File: src/rtl/tsa_pkg.sv
// Shared constants and types for the triangle strip assembly block.
`default_nettype none
package tsa_pkg;

	// Field widths.
	localparam int WORD_W = 16;
	localparam int CODE_W = 14;
	localparam int IDX_W  = 11;

	// Bit 15 of a strip word restarts the strip.
	localparam int RESTART_BIT = 15;

	// Codes at or above this base are scaled down by the stride.
	localparam logic [CODE_W-1:0] IDX_BASE = 14'h0408;

	// Division by 36 is a shift by two followed by a division by 9, done as a
	// multiplication by ceil(2^15 / 9); exact for every quotient input below 2^15.
	localparam int                QUOT_IN_W   = CODE_W - 2;
	localparam logic [QUOT_IN_W-1:0] RECIP_NINE = 12'd3641;
	localparam int                RECIP_SHIFT = 15;
	localparam int                PROD_W      = 2 * QUOT_IN_W;
	localparam int                QUOT_W      = PROD_W - RECIP_SHIFT;

	// Configuration register indexes.
	localparam int CFG_IDX_W = 1;
	typedef enum logic [CFG_IDX_W-1:0] {
		REG_WINDOW_OFFSET = 1'b0,
		REG_WINDOW_COUNT  = 1'b1
	} cfg_reg_t;

	// Number of strip vertices currently held.
	typedef enum logic [1:0] {
		HELD_NONE = 2'd0,
		HELD_ONE  = 2'd1,
		HELD_TWO  = 2'd2
	} held_t;

endpackage
`default_nettype wire

File: src/rtl/tsa_if.sv
// Valid/ready channel interfaces for strip words in and triangles out.
`default_nettype none
interface tsa_in_if;
	logic                         valid;
	logic                         ready;
	logic [tsa_pkg::WORD_W-1:0]   strip_word;
	logic                         strip_start;

	modport source (output valid, output strip_word, output strip_start, input ready);
	modport sink   (input valid, input strip_word, input strip_start, output ready);
endinterface

interface tsa_out_if;
	logic                        valid;
	logic                        ready;
	logic [tsa_pkg::IDX_W-1:0]   tri_index_a;
	logic [tsa_pkg::IDX_W-1:0]   tri_index_b;
	logic [tsa_pkg::IDX_W-1:0]   tri_index_c;
	logic [tsa_pkg::IDX_W-1:0]   local_a;
	logic [tsa_pkg::IDX_W-1:0]   local_b;
	logic [tsa_pkg::IDX_W-1:0]   local_c;
	logic                        status;

	modport source (output valid, output tri_index_a, output tri_index_b, output tri_index_c,
		output local_a, output local_b, output local_c, output status, input ready);
	modport sink   (input valid, input tri_index_a, input tri_index_b, input tri_index_c,
		input local_a, input local_b, input local_c, input status, output ready);
endinterface
`default_nettype wire

File: src/rtl/tsa_decode.sv
// Decoder from an encoded strip word to a buffer vertex index.
`default_nettype none
module tsa_decode (
	input  wire logic [tsa_pkg::WORD_W-1:0] word,
	output logic      [tsa_pkg::IDX_W-1:0]  vertex
);
	import tsa_pkg::*;

	logic [CODE_W-1:0]    code;
	logic [CODE_W-1:0]    diff;
	logic [QUOT_IN_W-1:0] quarter;
	logic [PROD_W-1:0]    prod;
	logic [QUOT_W-1:0]    quot;

	// Scaled codes: (code - base) / 36 via a shift and a reciprocal multiply.
	always_comb begin
		code    = word[CODE_W-1:0];
		diff    = code - IDX_BASE;
		quarter = diff[CODE_W-1:2];
		prod    = PROD_W'(quarter) * PROD_W'(RECIP_NINE);
		quot    = prod[PROD_W-1:RECIP_SHIFT];
		if (code >= IDX_BASE) begin
			vertex = IDX_W'(quot);
		end else begin
			vertex = code[IDX_W-1:0];
		end
	end

endmodule
`default_nettype wire

File: src/rtl/tsa_window.sv
// Window check and local mapping for one triangle corner.
`default_nettype none
module tsa_window (
	input  wire logic [tsa_pkg::IDX_W-1:0] vertex,
	input  wire logic [tsa_pkg::IDX_W-1:0] window_offset,
	input  wire logic [tsa_pkg::IDX_W-1:0] window_count,
	output logic                           hit,
	output logic      [tsa_pkg::IDX_W-1:0] local_idx
);
	import tsa_pkg::*;

	// The corner hits when it is at or above the offset and within the count.
	always_comb begin
		local_idx = vertex - window_offset;
		hit       = (vertex >= window_offset) && (local_idx < window_count);
	end

endmodule
`default_nettype wire

File: src/rtl/triangle_strip_assembly.sv
// Triangle strip assembly: strip words in, one triangle per vertex after the second.
// A word that completes a triangle waits in the input register until the result register is free.
// Throughput: one strip word per cycle unless the output stalls, set by the single input
// register and result register.
// A word that completes no triangle leaves no result and never waits on the output side.
// Reset (arst_n low, asynchronous) clears the window registers, the vertex history,
// the held count and the winding flip, and empties both pipeline registers.
`default_nettype none
module triangle_strip_assembly (
	input  wire logic                            clk,
	input  wire logic                            arst_n,
	input  wire logic                            cfg_we,
	input  wire logic [tsa_pkg::CFG_IDX_W-1:0]   cfg_index,
	input  wire logic [tsa_pkg::IDX_W-1:0]       cfg_wdata,
	tsa_in_if.sink                               strip_in,
	tsa_out_if.source                            tri_out
);
	import tsa_pkg::*;

	logic [IDX_W-1:0]  window_offset_q;
	logic [IDX_W-1:0]  window_count_q;

	logic              valid_s1;
	logic [WORD_W-1:0] word_s1;
	logic              start_s1;

	logic [IDX_W-1:0]  older_q;
	logic [IDX_W-1:0]  newer_q;
	held_t             held_q;
	logic              flip_q;

	logic              valid_s2;
	logic [IDX_W-1:0]  tri_a_s2;
	logic [IDX_W-1:0]  tri_b_s2;
	logic [IDX_W-1:0]  tri_c_s2;
	logic [IDX_W-1:0]  local_a_s2;
	logic [IDX_W-1:0]  local_b_s2;
	logic [IDX_W-1:0]  local_c_s2;
	logic              status_s2;

	logic [IDX_W-1:0]  vertex;
	logic              restart;
	held_t             held_eff;
	logic              flip_eff;
	logic              emits;
	logic [IDX_W-1:0]  corner_a;
	logic [IDX_W-1:0]  corner_b;
	logic              hit_a, hit_b, hit_c;
	logic [IDX_W-1:0]  loc_a, loc_b, loc_c;
	logic              tri_ok;
	logic              out_free;
	logic              fire_s1;
	logic              in_take;

	// Configuration registers.
	always_ff @(posedge clk or negedge arst_n) begin
		if (!arst_n) begin
			window_offset_q <= '0;
			window_count_q  <= '0;
		end else if (cfg_we) begin
			unique case (cfg_reg_t'(cfg_index))
				REG_WINDOW_OFFSET: window_offset_q <= cfg_wdata;
				REG_WINDOW_COUNT:  window_count_q  <= cfg_wdata;
			endcase
		end
	end

	// Decode the registered strip word.
	tsa_decode u_decode (
		.word   (word_s1),
		.vertex (vertex)
	);

	// Restart handling, corner selection with the winding swap, and handshake.
	always_comb begin
		restart  = word_s1[RESTART_BIT] | start_s1;
		held_eff = restart ? HELD_NONE : held_q;
		flip_eff = restart ? 1'b0 : flip_q;
		emits    = (held_eff == HELD_TWO);
		corner_a = flip_eff ? newer_q : older_q;
		corner_b = flip_eff ? older_q : newer_q;
		out_free = !valid_s2 || tri_out.ready;
		fire_s1  = valid_s1 && (!emits || out_free);
		in_take  = strip_in.valid && strip_in.ready;
	end

	assign strip_in.ready = !valid_s1 || fire_s1;

	// Window checks on all three corners.
	tsa_window u_win_a (
		.vertex        (corner_a),
		.window_offset (window_offset_q),
		.window_count  (window_count_q),
		.hit           (hit_a),
		.local_idx     (loc_a)
	);

	tsa_window u_win_b (
		.vertex        (corner_b),
		.window_offset (window_offset_q),
		.window_count  (window_count_q),
		.hit           (hit_b),
		.local_idx     (loc_b)
	);

	tsa_window u_win_c (
		.vertex        (vertex),
		.window_offset (window_offset_q),
		.window_count  (window_count_q),
		.hit           (hit_c),
		.local_idx     (loc_c)
	);

	assign tri_ok = hit_a && hit_b && hit_c;

	// Input register: control.
	always_ff @(posedge clk or negedge arst_n) begin
		if (!arst_n) begin
			valid_s1 <= 1'b0;
		end else if (in_take) begin
			valid_s1 <= 1'b1;
		end else if (fire_s1) begin
			valid_s1 <= 1'b0;
		end
	end

	// Input register: payload.
	always_ff @(posedge clk) begin
		if (in_take) begin
			word_s1  <= strip_in.strip_word;
			start_s1 <= strip_in.strip_start;
		end
	end

	// Vertex history, held count and winding flip advance as each word leaves stage one.
	always_ff @(posedge clk or negedge arst_n) begin
		if (!arst_n) begin
			older_q <= '0;
			newer_q <= '0;
			held_q  <= HELD_NONE;
			flip_q  <= 1'b0;
		end else if (fire_s1) begin
			unique case (held_eff)
				HELD_NONE: begin
					older_q <= vertex;
					held_q  <= HELD_ONE;
					flip_q  <= flip_eff;
				end
				HELD_ONE: begin
					newer_q <= vertex;
					held_q  <= HELD_TWO;
					flip_q  <= flip_eff;
				end
				HELD_TWO: begin
					older_q <= newer_q;
					newer_q <= vertex;
					held_q  <= HELD_TWO;
					flip_q  <= ~flip_eff;
				end
				default: begin
					held_q <= HELD_NONE;
					flip_q <= 1'b0;
				end
			endcase
		end
	end

	// Result register: control.
	always_ff @(posedge clk or negedge arst_n) begin
		if (!arst_n) begin
			valid_s2 <= 1'b0;
		end else if (fire_s1 && emits) begin
			valid_s2 <= 1'b1;
		end else if (tri_out.ready) begin
			valid_s2 <= 1'b0;
		end
	end

	// Result register: payload; a window miss zeroes all local indexes.
	always_ff @(posedge clk) begin
		if (fire_s1 && emits) begin
			tri_a_s2   <= corner_a;
			tri_b_s2   <= corner_b;
			tri_c_s2   <= vertex;
			local_a_s2 <= tri_ok ? loc_a : '0;
			local_b_s2 <= tri_ok ? loc_b : '0;
			local_c_s2 <= tri_ok ? loc_c : '0;
			status_s2  <= !tri_ok;
		end
	end

	// Output transaction.
	assign tri_out.valid       = valid_s2;
	assign tri_out.tri_index_a = tri_a_s2;
	assign tri_out.tri_index_b = tri_b_s2;
	assign tri_out.tri_index_c = tri_c_s2;
	assign tri_out.local_a     = local_a_s2;
	assign tri_out.local_b     = local_b_s2;
	assign tri_out.local_c     = local_c_s2;
	assign tri_out.status      = status_s2;

endmodule
`default_nettype wire

File: src/flat_wrapper.sv
// flat-port wrapper written by rule: the top's interface ports become plain ports
module triangle_strip_assembly_flat import tsa_pkg::*;
  (clk, arst_n, cfg_we, cfg_index, cfg_wdata, strip_in_valid, strip_in_strip_word, strip_in_strip_start, strip_in_ready, tri_out_valid, tri_out_tri_index_a, tri_out_tri_index_b, tri_out_tri_index_c, tri_out_local_a, tri_out_local_b, tri_out_local_c, tri_out_status, tri_out_ready);
  tsa_in_if strip_in_i ();
  tsa_out_if tri_out_i ();
  input  wire logic clk;
  input  wire logic arst_n;
  input  wire logic cfg_we;
  input  wire logic [tsa_pkg::CFG_IDX_W-1:0] cfg_index;
  input  wire logic [tsa_pkg::IDX_W-1:0] cfg_wdata;
  input wire logic [$bits(strip_in_i.valid)-1:0] strip_in_valid;
  input wire logic [$bits(strip_in_i.strip_word)-1:0] strip_in_strip_word;
  input wire logic [$bits(strip_in_i.strip_start)-1:0] strip_in_strip_start;
  output wire logic [$bits(strip_in_i.ready)-1:0] strip_in_ready;
  output wire logic [$bits(tri_out_i.valid)-1:0] tri_out_valid;
  output wire logic [$bits(tri_out_i.tri_index_a)-1:0] tri_out_tri_index_a;
  output wire logic [$bits(tri_out_i.tri_index_b)-1:0] tri_out_tri_index_b;
  output wire logic [$bits(tri_out_i.tri_index_c)-1:0] tri_out_tri_index_c;
  output wire logic [$bits(tri_out_i.local_a)-1:0] tri_out_local_a;
  output wire logic [$bits(tri_out_i.local_b)-1:0] tri_out_local_b;
  output wire logic [$bits(tri_out_i.local_c)-1:0] tri_out_local_c;
  output wire logic [$bits(tri_out_i.status)-1:0] tri_out_status;
  input wire logic [$bits(tri_out_i.ready)-1:0] tri_out_ready;
  assign strip_in_i.valid = strip_in_valid;
  assign strip_in_i.strip_word = strip_in_strip_word;
  assign strip_in_i.strip_start = strip_in_strip_start;
  assign strip_in_ready = strip_in_i.ready;
  assign tri_out_valid = tri_out_i.valid;
  assign tri_out_tri_index_a = tri_out_i.tri_index_a;
  assign tri_out_tri_index_b = tri_out_i.tri_index_b;
  assign tri_out_tri_index_c = tri_out_i.tri_index_c;
  assign tri_out_local_a = tri_out_i.local_a;
  assign tri_out_local_b = tri_out_i.local_b;
  assign tri_out_local_c = tri_out_i.local_c;
  assign tri_out_status = tri_out_i.status;
  assign tri_out_i.ready = tri_out_ready;
  triangle_strip_assembly u_core (.clk(clk), .arst_n(arst_n), .cfg_we(cfg_we), .cfg_index(cfg_index), .cfg_wdata(cfg_wdata), .strip_in(strip_in_i), .tri_out(tri_out_i));
endmodule
File: config.mk
export PLATFORM = sky130hd
export DESIGN_NAME = triangle_strip_assembly_flat
export DESIGN_NICKNAME = d
export VERILOG_FILES = /design/src/rtl/tsa_pkg.sv /design/src/rtl/tsa_if.sv /design/src/rtl/tsa_decode.sv /design/src/rtl/tsa_window.sv /design/src/rtl/triangle_strip_assembly.sv /design/src/flat_wrapper.sv
export SDC_FILE = /design/constraint.sdc
export NUM_CORES = 1
export LEC_CHECK = 0
export BUFFER_PORTS_ARGS = -buffer_cell sky130_fd_sc_hd__buf_2
export CORE_AREA = 2 2 131 133
export DETAILED_ROUTE_END_ITERATION = 12
export DIE_AREA = 0 0 133 135
export PLACE_DENSITY = 0.8
export SETUP_SLACK_MARGIN = 0.5
export SLEW_MARGIN = 10
export SYNTH_ARGS = -nofsm -noshare
export SYNTH_HDL_FRONTEND = slang
export SYNTH_SLANG_ARGS = --single-unit
File: constraint.sdc
create_clock -name clk -period 21.1 [get_ports clk]
set_input_delay 2.11 -clock clk [delete_from_list [all_inputs] [get_ports clk]]
set_output_delay 2.11 -clock clk [all_outputs]
set_load 0.01 [all_outputs]
==> out/results.tsv, run 1 <==
stage	metric	value	unit
routing	DRT iter0 DRCs	479	
timing	RSZ-0062 raised after global routing	false	
yosys	yosys warns	0	
yosys	Netlist cell types	63	
clocking	total CTS buffers	17	
yosys	Syn Std Cell Area	9768	um^2
clocking	post-CTS sizing	0	
timing	final setup TNS	0	ns
setup_path	CP Class	flip-flop to flip-flop	
yosys	Synth async-reset ratio	37.12	%
yosys	EDFF count, synth	83	
die	# rows	47	
setup_path	CP Data Required Time	21.32	ns
clocking	clock tree sinks	132	
die	area of the die	17960	um^2
grt	global route overflow	0	
yosys	Most used DFF post-synth	edfxtp_1	
setup_path	most used cell, CP	ha_1	
clocking	Max clock buf depth	2	
timing	Slew Limit Fails	0	
timing	fin crit share	53.30	%
clocking	Post-CTS Setup Inserts	0	
finish	P&R area growth vs syn	13.46	%
routing	Vias/cell	5.772	
yosys	Mapped Nets	1174	
routing	final WL	22.98	mm
timing	final hold vios	0	
clocking	Worst-path clk slew	0.06	ns
grt	global-route wire length before repair	36.83	mm
die	I/O pin count	103	
finish	layout cells sized above 1	15.46	%
run_status	status	completed	
yosys	share of the synthesized area in the top cell type	25.52	%
yosys	#FFs+latches synth	132	
grt	number of global-route vias before repair	7400	
routing	via count	7579	
yosys	largest area contributor in the netlist	edfxtp_1	
timing	Max Fclk	0.08892	GHz
setup_path	critical path endpoint category	flip-flop	
placement	Post-DP Area	10510	um^2
flow_run	Max-cap violations	0	
routing	DRC	0	
placement	Port Buffers	101	
yosys	most common cell in the netlist	nand2_1	
timing	endpoints failing setup	0	
yosys	register area share after synthesis	38.07	%
clocking	Clock Latency Late Sink	0.43	ns
routing	DRT Pass-1 Iters	5	
routing	DRT antenna net count	0	
setup_path	Critical Path Start Type	flip-flop	
min_path	worst min path class	flip-flop to flip-flop	
yosys	synth top area cells	edfxtp_1 (26%), ha_1 (18%), dfrtp_1 (13%)	
grt	largest net degree at the start of global routing	57	
setup_path	CP max-delay cell	o31ai_1	
timing	crit path time final	11.25	ns
timing	worst slew pin tran	1.137	ns
setup_path	crit-path max cell delay	0.62	ns
placement	Placer Congestion	0.9240	
clocking	hold buffers post-CTS	0	
placement	HPWL Detailed	18.47	mm
die	Die X	133	um
grt	Tot GR Track Use	26.44	%
finish	Layout Nets	1275	
die	initial core utilization	59.54	%
clocking	TritonCTS clock tree	yes	
setup_path	Crit Path Max Fanout	20	
timing	Max Clock Skew	0.009261	ns
finish	Ant. Diodes	0	
die	core area	16410	um^2
finish	Post-Layout Inst Area	11080	um^2
clocking	CTS H-tree depth	4	
yosys	Post-Syn Area per Cell	9.978	um^2
clocking	CTS root buf	clkbuf_16	
setup_path	Worst EP arrival	11.47	ns
yosys	most frequent cells after synthesis	nand2_1 (141), ha_1 (137), inv_1 (87)	
timing	max_slew headroom	22.25	%
die	Die Y	135	um
grt	initial antenna violation count	0	
yosys	Syn Inst Count	979	
routing	routed len/inst	17.50	um
-- worst max-delay path, delay by kind of cell (launching register included) --
| family | cells | cell delay (ns) |
|---|---|---|
| buffers and inverters | 6 | 0.60 |
| AOI/OAI and AO/OA | 11 | 3.22 |
| and+or+nand+nor | 12 | 2.80 |
| adders and majority gates | 9 | 3.34 |
| DFF | 1 | 0.53 |
| xor gates and xnor gates | 1 | 0.53 |
-- registers in the layout, summed over array words and instances, names as in the netlist, 2 cells and up --
| signal | cells |
|---|---|
| u_core.tri_out.tri_index_b | 11 |
| u_core.window_offset_q | 11 |
| u_core.held_q | 2 |
| u_core.newer_q | 11 |
| u_core.tri_out.local_b | 11 |
| u_core.window_count_q | 11 |
| u_core.tri_out.local_c | 11 |
| u_core.tri_out.local_a | 11 |
| u_core.tri_out.tri_index_c | 11 |
| u_core.older_q | 11 |
| u_core.tri_out.tri_index_a | 11 |
| u_core.word_s1 | 15 |
-- area by class of cell --
cell class | instances | area [um^2]
multi-input combinational | 734 | 5627
fill | 1264 | 5324
sequential | 132 | 3719
tap | 220 | 275.3
timing repair buffer | 108 | 558.0
clock inverter | 13 | 135.1
clock buffer | 19 | 442.9
inverter | 87 | 326.6
-- layer usage --
metal,track usage [%],share of wire (%)
met5,0,0
met4,10.63,3.0
met3,4.354,4.7
met2,46.66,50
met1,32.46,42
-- cells by family after synthesis --
| group | synth area share, % |
|---|---|
| and+or+nand+nor | 15.52 |
| buffers and inverters | 4.470 |
| muxes | 2.818 |
| xor gates and xnor gates | 4.393 |
| adders and majority gates | 22.57 |
| DFF | 38.07 |
| AOI/OAI and AO/OA | 12.16 |
-- through the flow --
stage	std cells	worst slack, ns	hold WS (ns)	utilization [%]
6_report	1313	9.854	0.5086	67.55
5_1_grt	1313	9.157	0.5280	67.55
4_1_cts	1313	10.03	0.5062	67.55
3_5_place_dp	1281	10.10	0.4934	64.03
3_3_place_gp	1281	10.28	0.4775	64.03
2_1_floorplan	979	12.08	0.4644	-
-- final timing paths --
kind                       slack, ns  depth (start not counted)         startpoint                   endpoint
min reg2reg                     0.51                          2      u_core.flip_q              u_core.flip_q
min                             0.51                          2      u_core.flip_q              u_core.flip_q
min in group asynchronous       1.80                          2             arst_n          u_core.newer_q[9]
max reg2reg                     9.85                         39  u_core.word_s1[3]  u_core.tri_out.local_c[5]
max                             9.85                         39  u_core.word_s1[3]  u_core.tri_out.local_c[5]
max in group asynchronous      18.85                          2             arst_n   u_core.window_count_q[3]
-- cells in the final DEF, fill, tap and decap left out, drive strengths merged, types with 11 or more instances in the layout --
cell / instances
a21o: 20
a21oi: 45
and4: 20
buf: 108
clkbuf: 19
dfrtp: 49
edfxtp: 83
fa: 24
ha: 137
inv: 87
mux2: 20
nand2: 141
nand3: 15
nor2: 55
nor2b: 16
nor3: 20
o21a: 11
o21ai: 51
xnor2: 31
xor2: 18
Power of run 1 is left out: the tool's default activity adds up to more than one toggle a clock period on the data nets, which glitch-free logic cannot reach.
==> inputs of run 2 (changes only) <==
clock period = 11.1 ns   (was 21.1 ns; I/O delays follow)
==> out/results.tsv, run 2 (synthesized netlist as in run 1, its figures left out) <==
stage	metric	value	unit	change
run_status	status	completed		
die	# rows	47		unchanged
setup_path	Crit Path Max Fanout	20		unchanged
clocking	Post-CTS Setup Inserts	0		unchanged
routing	DRT antenna net count	0		unchanged
placement	Placer Congestion	0.9247		about the same
grt	initial antenna violation count	0		unchanged
clocking	total CTS buffers	17		unchanged
timing	endpoints failing setup	0		unchanged
clocking	Clock Latency Late Sink	0.43	ns	about the same
timing	final setup TNS	0	ns	unchanged
routing	DRT iter0 DRCs	561		+17%
timing	tightest hold margin	0.5068	ns	-0.001860 ns
clocking	clock tree sinks	132		unchanged
finish	final core occ	68.01	%	+0.46 points
clocking	post-CTS sizing	0		unchanged
routing	DRC	0		unchanged
grt	global-route wire length before repair	36.40	mm	-1.2%
setup_path	crit-path max cell delay	0.60	ns	-0.02 ns
finish	max reg flops	15		unchanged
die	I/O pin count	103		unchanged
finish	commonest non-fill, non-tap cells in the layout	nand2_1 (141), ha_1 (137), buf_2 (101), inv_1 (87), edfxtp_1 (83)		
timing	Max Fclk	0.09907	GHz	+11%
routing	final WL	22.54	mm	-1.9%
timing	final hold vios	0		unchanged
setup_path	Critical Path Start Type	flip-flop		
clocking	CTS root buf	clkbuf_16		
die	core area	16410	um^2	unchanged
routing	routed len/inst	17.13	um	-2.1%
die	initial core utilization	59.54	%	unchanged
timing	RSZ-0062 raised after global routing	false		
finish	Layout Nets	1278		+0.24%
placement	Port Buffers	101		unchanged
routing	via count	7651		+0.95%
flow_run	Max-cap violations	0		unchanged
grt	largest net degree at the start of global routing	67		+18%
min_path	worst min path class	flip-flop to flip-flop		
setup_path	CP Data Required Time	11.32	ns	-10.00 ns
grt	global route overflow	0		unchanged
grt	met2 Use GR	45.51	%	-1.2 points
finish	Post-Layout Inst Area	11160	um^2	+0.68%
routing	DRT Pass-1 Iters	5		unchanged
clocking	Worst-path clk slew	0.06	ns	about the same
grt	number of global-route vias before repair	7473		+0.99%
finish	Biggest register	u_core.word_s1		
timing	max_slew headroom	45.28	%	+23 points
finish	layout cells sized above 1	16.06	%	+0.60 points
grt	met3 usage	4.955	%	+0.60 points
timing	crit path time final	10.09	ns	-1.152 ns
timing	Max Clock Skew	0.009786	ns	+0.0005244 ns
timing	Slew Limit Fails	0		unchanged
clocking	hold buffers post-CTS	0		unchanged
placement	HPWL Detailed	17.85	mm	-3.4%
clocking	TritonCTS clock tree	yes		
timing	fin crit share	90.93	%	+38 points
timing	worst slew pin tran	0.8208	ns	-0.3160 ns
setup_path	Worst EP arrival	10.31	ns	-1.16 ns
finish	Ant. Diodes	0		unchanged
die	Die Y	135	um	unchanged
setup_path	CP Class	flip-flop to flip-flop		
finish	P&R area growth vs syn	14.23	%	
die	area of the die	17960	um^2	unchanged
setup_path	CP max-delay cell	or4_4		
die	Die X	133	um	unchanged
grt	grt met1 use	32.57	%	+0.11 points
clocking	CTS H-tree depth	4		unchanged
grt	busiest layer in global routing	met2		
clocking	Max clock buf depth	2		unchanged
grt	Tot GR Track Use	26.09	%	-0.34 points
setup_path	critical path endpoint category	flip-flop		
placement	Post-DP Area	10530	um^2	+0.21%
routing	Vias/cell	5.814		+0.72%
finish	most common cell after layout, fill and taps aside	nand2_1		
==> run 2: per-stage QoR <==
stage,worst slack (ns),std cells
final,1.007,1316
after global routing,0.5291,1316
after CTS,0.7175,1316
after detailed placement,0.7849,1284
after global placement,0.9648,1284
after floorplan,2.077,979
==> run 2: layout make-up <==
| type | instances | area [um^2] |
|---|---|---|
| sequential | 132 | 3719 |
| tap | 220 | 275.3 |
| fill | 1278 | 5249 |
| timing repair buffer | 111 | 580.6 |
| clock buffer | 22 | 444.2 |
| clock inverter | 10 | 133.9 |
| inverter | 87 | 326.6 |
| multi-input combinational | 734 | 5679 |
==> run 2: final timing paths <==
check	startpoint	endpoint	slack (ns)	depth (start not counted)
max	u_core.word_s1[5]	u_core.tri_out.local_c[9]	1.01	40
min reg2reg	u_core.window_count_q[4]	u_core.window_count_q[4]	0.51	1
min	u_core.window_count_q[4]	u_core.window_count_q[4]	0.51	1
min in group asynchronous	arst_n	u_core.flip_q	0.80	2
max reg2reg	u_core.word_s1[5]	u_core.tri_out.local_c[9]	1.01	40
max in group asynchronous	arst_n	u_core.newer_q[0]	9.84	2
==> run 2: per-layer routing <==
metal | vias to the layer above | wire length, um
met5 | - | 0
met4 | 0 | 633
met3 | 46 | 1165
met2 | 273 | 11150
met1 | 3632 | 9600
li1 | 3700 | -
==> run 2: worst max-delay path: cells and delay by family, from the launching register on <==
| family | cells | cell delay, ns |
|---|---|---|
| adder cells (fa/ha/maj) | 9 | 3.40 |
| buffers and inverters | 7 | 0.73 |
| AO/OA/AOI/OAI | 10 | 2.22 |
| flip-flops | 1 | 0.52 |
| XOR/XNOR | 3 | 0.46 |
| AND/OR/NAND/NOR | 10 | 2.24 |
| multiplexers | 1 | 0.27 |
Power of run 2 is left out for the same reason.
==> inputs of run 3 (changes only) <==
CORE_AREA = 2 2 118 148   (was 2 2 131 133)
DIE_AREA = 0 0 120 150   (was 0 0 133 135)
==> out/results.tsv, run 3 (synthesized netlist as in run 1, its figures left out) <==
stage	metric	value	unit	change
run_status	status	completed		
placement	Port Buffers	101		unchanged
finish	Ant. Diodes	0		unchanged
clocking	hold buffers post-CTS	0		unchanged
setup_path	Crit Path Max Fanout	15		-25%
timing	final hold vios	0		unchanged
timing	endpoints failing setup	0		unchanged
die	Die Y	150	um	+11%
finish	commonest non-fill, non-tap cells in the layout	nand2_1 (141), ha_1 (137), buf_2 (101), inv_1 (87), edfxtp_1 (83)		
die	core area	16640	um^2	+1.4%
finish	most common cell after layout, fill and taps aside	nand2_1		
die	I/O pin count	103		unchanged
setup_path	Worst EP arrival	10.09	ns	-0.22 ns
timing	final setup TNS	0	ns	unchanged
setup_path	Critical Path Start Type	flip-flop		
timing	fin crit share	88.86	%	-2.1 points
die	initial core utilization	58.69	%	-0.85 points
grt	global-route wire length before repair	37.73	mm	+3.6%
clocking	Clock Latency Late Sink	0.43	ns	about the same
clocking	CTS root buf	clkbuf_16		
timing	crit path time final	9.864	ns	-0.2295 ns
setup_path	worst path buffer plus inverter count	6		-1
placement	HPWL Detailed	18.71	mm	+4.8%
timing	Max Fclk	0.1014	GHz	+2.3%
routing	final WL	23.55	mm	+4.5%
timing	worst slew pin tran	1.317	ns	+0.4966 ns
flow_run	Max-cap violations	0		unchanged
clocking	TritonCTS clock tree	yes		
finish	max reg flops	15		unchanged
timing	Max Clock Skew	0.01023	ns	+0.0004474 ns
grt	initial antenna violation count	0		unchanged
setup_path	RR Startpoint	u_core.word_s1[6]		
routing	DRT antenna net count	0		unchanged
min_path	worst min path class	flip-flop to flip-flop		
finish	Biggest register	u_core.word_s1		
timing	max_slew headroom	9.901	%	-35 points
clocking	clock tree sinks	132		unchanged
setup_path	CP Launch Point	u_core.word_s1[6]		
finish	layout cells sized above 1	16.33	%	+0.27 points
setup_path	CP Data Required Time	11.33	ns	about the same
routing	routed len/inst	17.90	um	+4.5%
routing	DRC	0		unchanged
die	# rows	53		+13%
clocking	Max clock buf depth	2		unchanged
finish	P&R area growth vs syn	14.27	%	about the same
setup_path	CP top delay family	adder cells		
clocking	Worst-path clk slew	0.06	ns	about the same
grt	Tot GR Track Use	27.19	%	+1.1 points
timing	RSZ-0062 raised after global routing	false		
grt	largest net degree at the start of global routing	69		+3.0%
setup_path	crit-path max cell delay	0.58	ns	-0.02 ns
timing	Slew Limit Fails	0		unchanged
setup_path	CP max-delay cell	or4_4		
routing	DRT Pass-1 Iters	5		unchanged
min_path	hold path startpoint	u_core.flip_q		
routing	via count	7734		+1.1%
finish	Layout Nets	1279		+0.078%
grt	global route overflow	0		unchanged
routing	DRT iter0 DRCs	504		-10%
clocking	Post-CTS Setup Inserts	0		unchanged
routing	Vias/cell	5.877		+1.1%
placement	Placer Congestion	0.9310		+0.68%
clocking	CTS H-tree depth	4		unchanged
die	area of the die	18000	um^2	+0.25%
clocking	total CTS buffers	17		unchanged
grt	number of global-route vias before repair	7828		+4.8%
setup_path	critical path endpoint category	flip-flop		
setup_path	CP Class	flip-flop to flip-flop		
clocking	post-CTS sizing	0		unchanged
die	Die X	120	um	-9.8%
## run 3: per-stage QoR
step | worst slack (ns) | std cells | instance area (um^2) | hold WS (ns) | utilization, %
finish | 1.236 | 1316 | 11160 | 0.4969 | 67.06
floorplan | 2.077 | 979 | 9768 | 0.4644 | -
global route | 0.5015 | 1316 | 11160 | 0.5199 | 67.06
global placement | 1.142 | 1284 | 10530 | 0.4824 | 63.25
detailed placement | 0.9282 | 1284 | 10530 | 0.4854 | 63.25
CTS | 0.8801 | 1315 | 11100 | 0.4978 | 66.68
## run 3: final timing paths
check                                            end  cells past startpoint  slack, ns
setup / recovery           u_core.tri_out.local_b[4]                     39       1.24
setup reg to reg           u_core.tri_out.local_b[4]                     39       1.24
hold / removal                         u_core.flip_q                      2       0.50
hold reg to reg                        u_core.flip_q                      2       0.50
max in group asynchronous          u_core.newer_q[2]                      2       9.83
min in group asynchronous  u_core.window_offset_q[9]                      2       0.79
## run 3: final cells by class
cell class / count / area [um^2]
clock buffers: 22 / 464.2
clock inverters: 9 / 106.4
fillers: 1277 / 5483
inverters: 87 / 326.6
multi-input cells: 735 / 5690
flip-flops and latches: 132 / 3719
well taps: 220 / 275.3
repair buffers: 111 / 580.6
## run 3: metal layers
layer | up-vias | GRT usage [%] | part of all wire (%)
li1 | 3704 | - | -
met1 | 3695 | 28.36 | 37
met2 | 254 | 50.94 | 54
met3 | 81 | 4.649 | 3.8
met4 | 0 | 15.65 | 5.3
met5 | - | 0 | 0
## run 3: worst min-delay path, stage by stage, from the launching register on
cell,delay [ns]
dfrtp_1,0.35
nand2_1,0.05
o21ai_0,0.06
Power of run 3 is left out for the same reason.
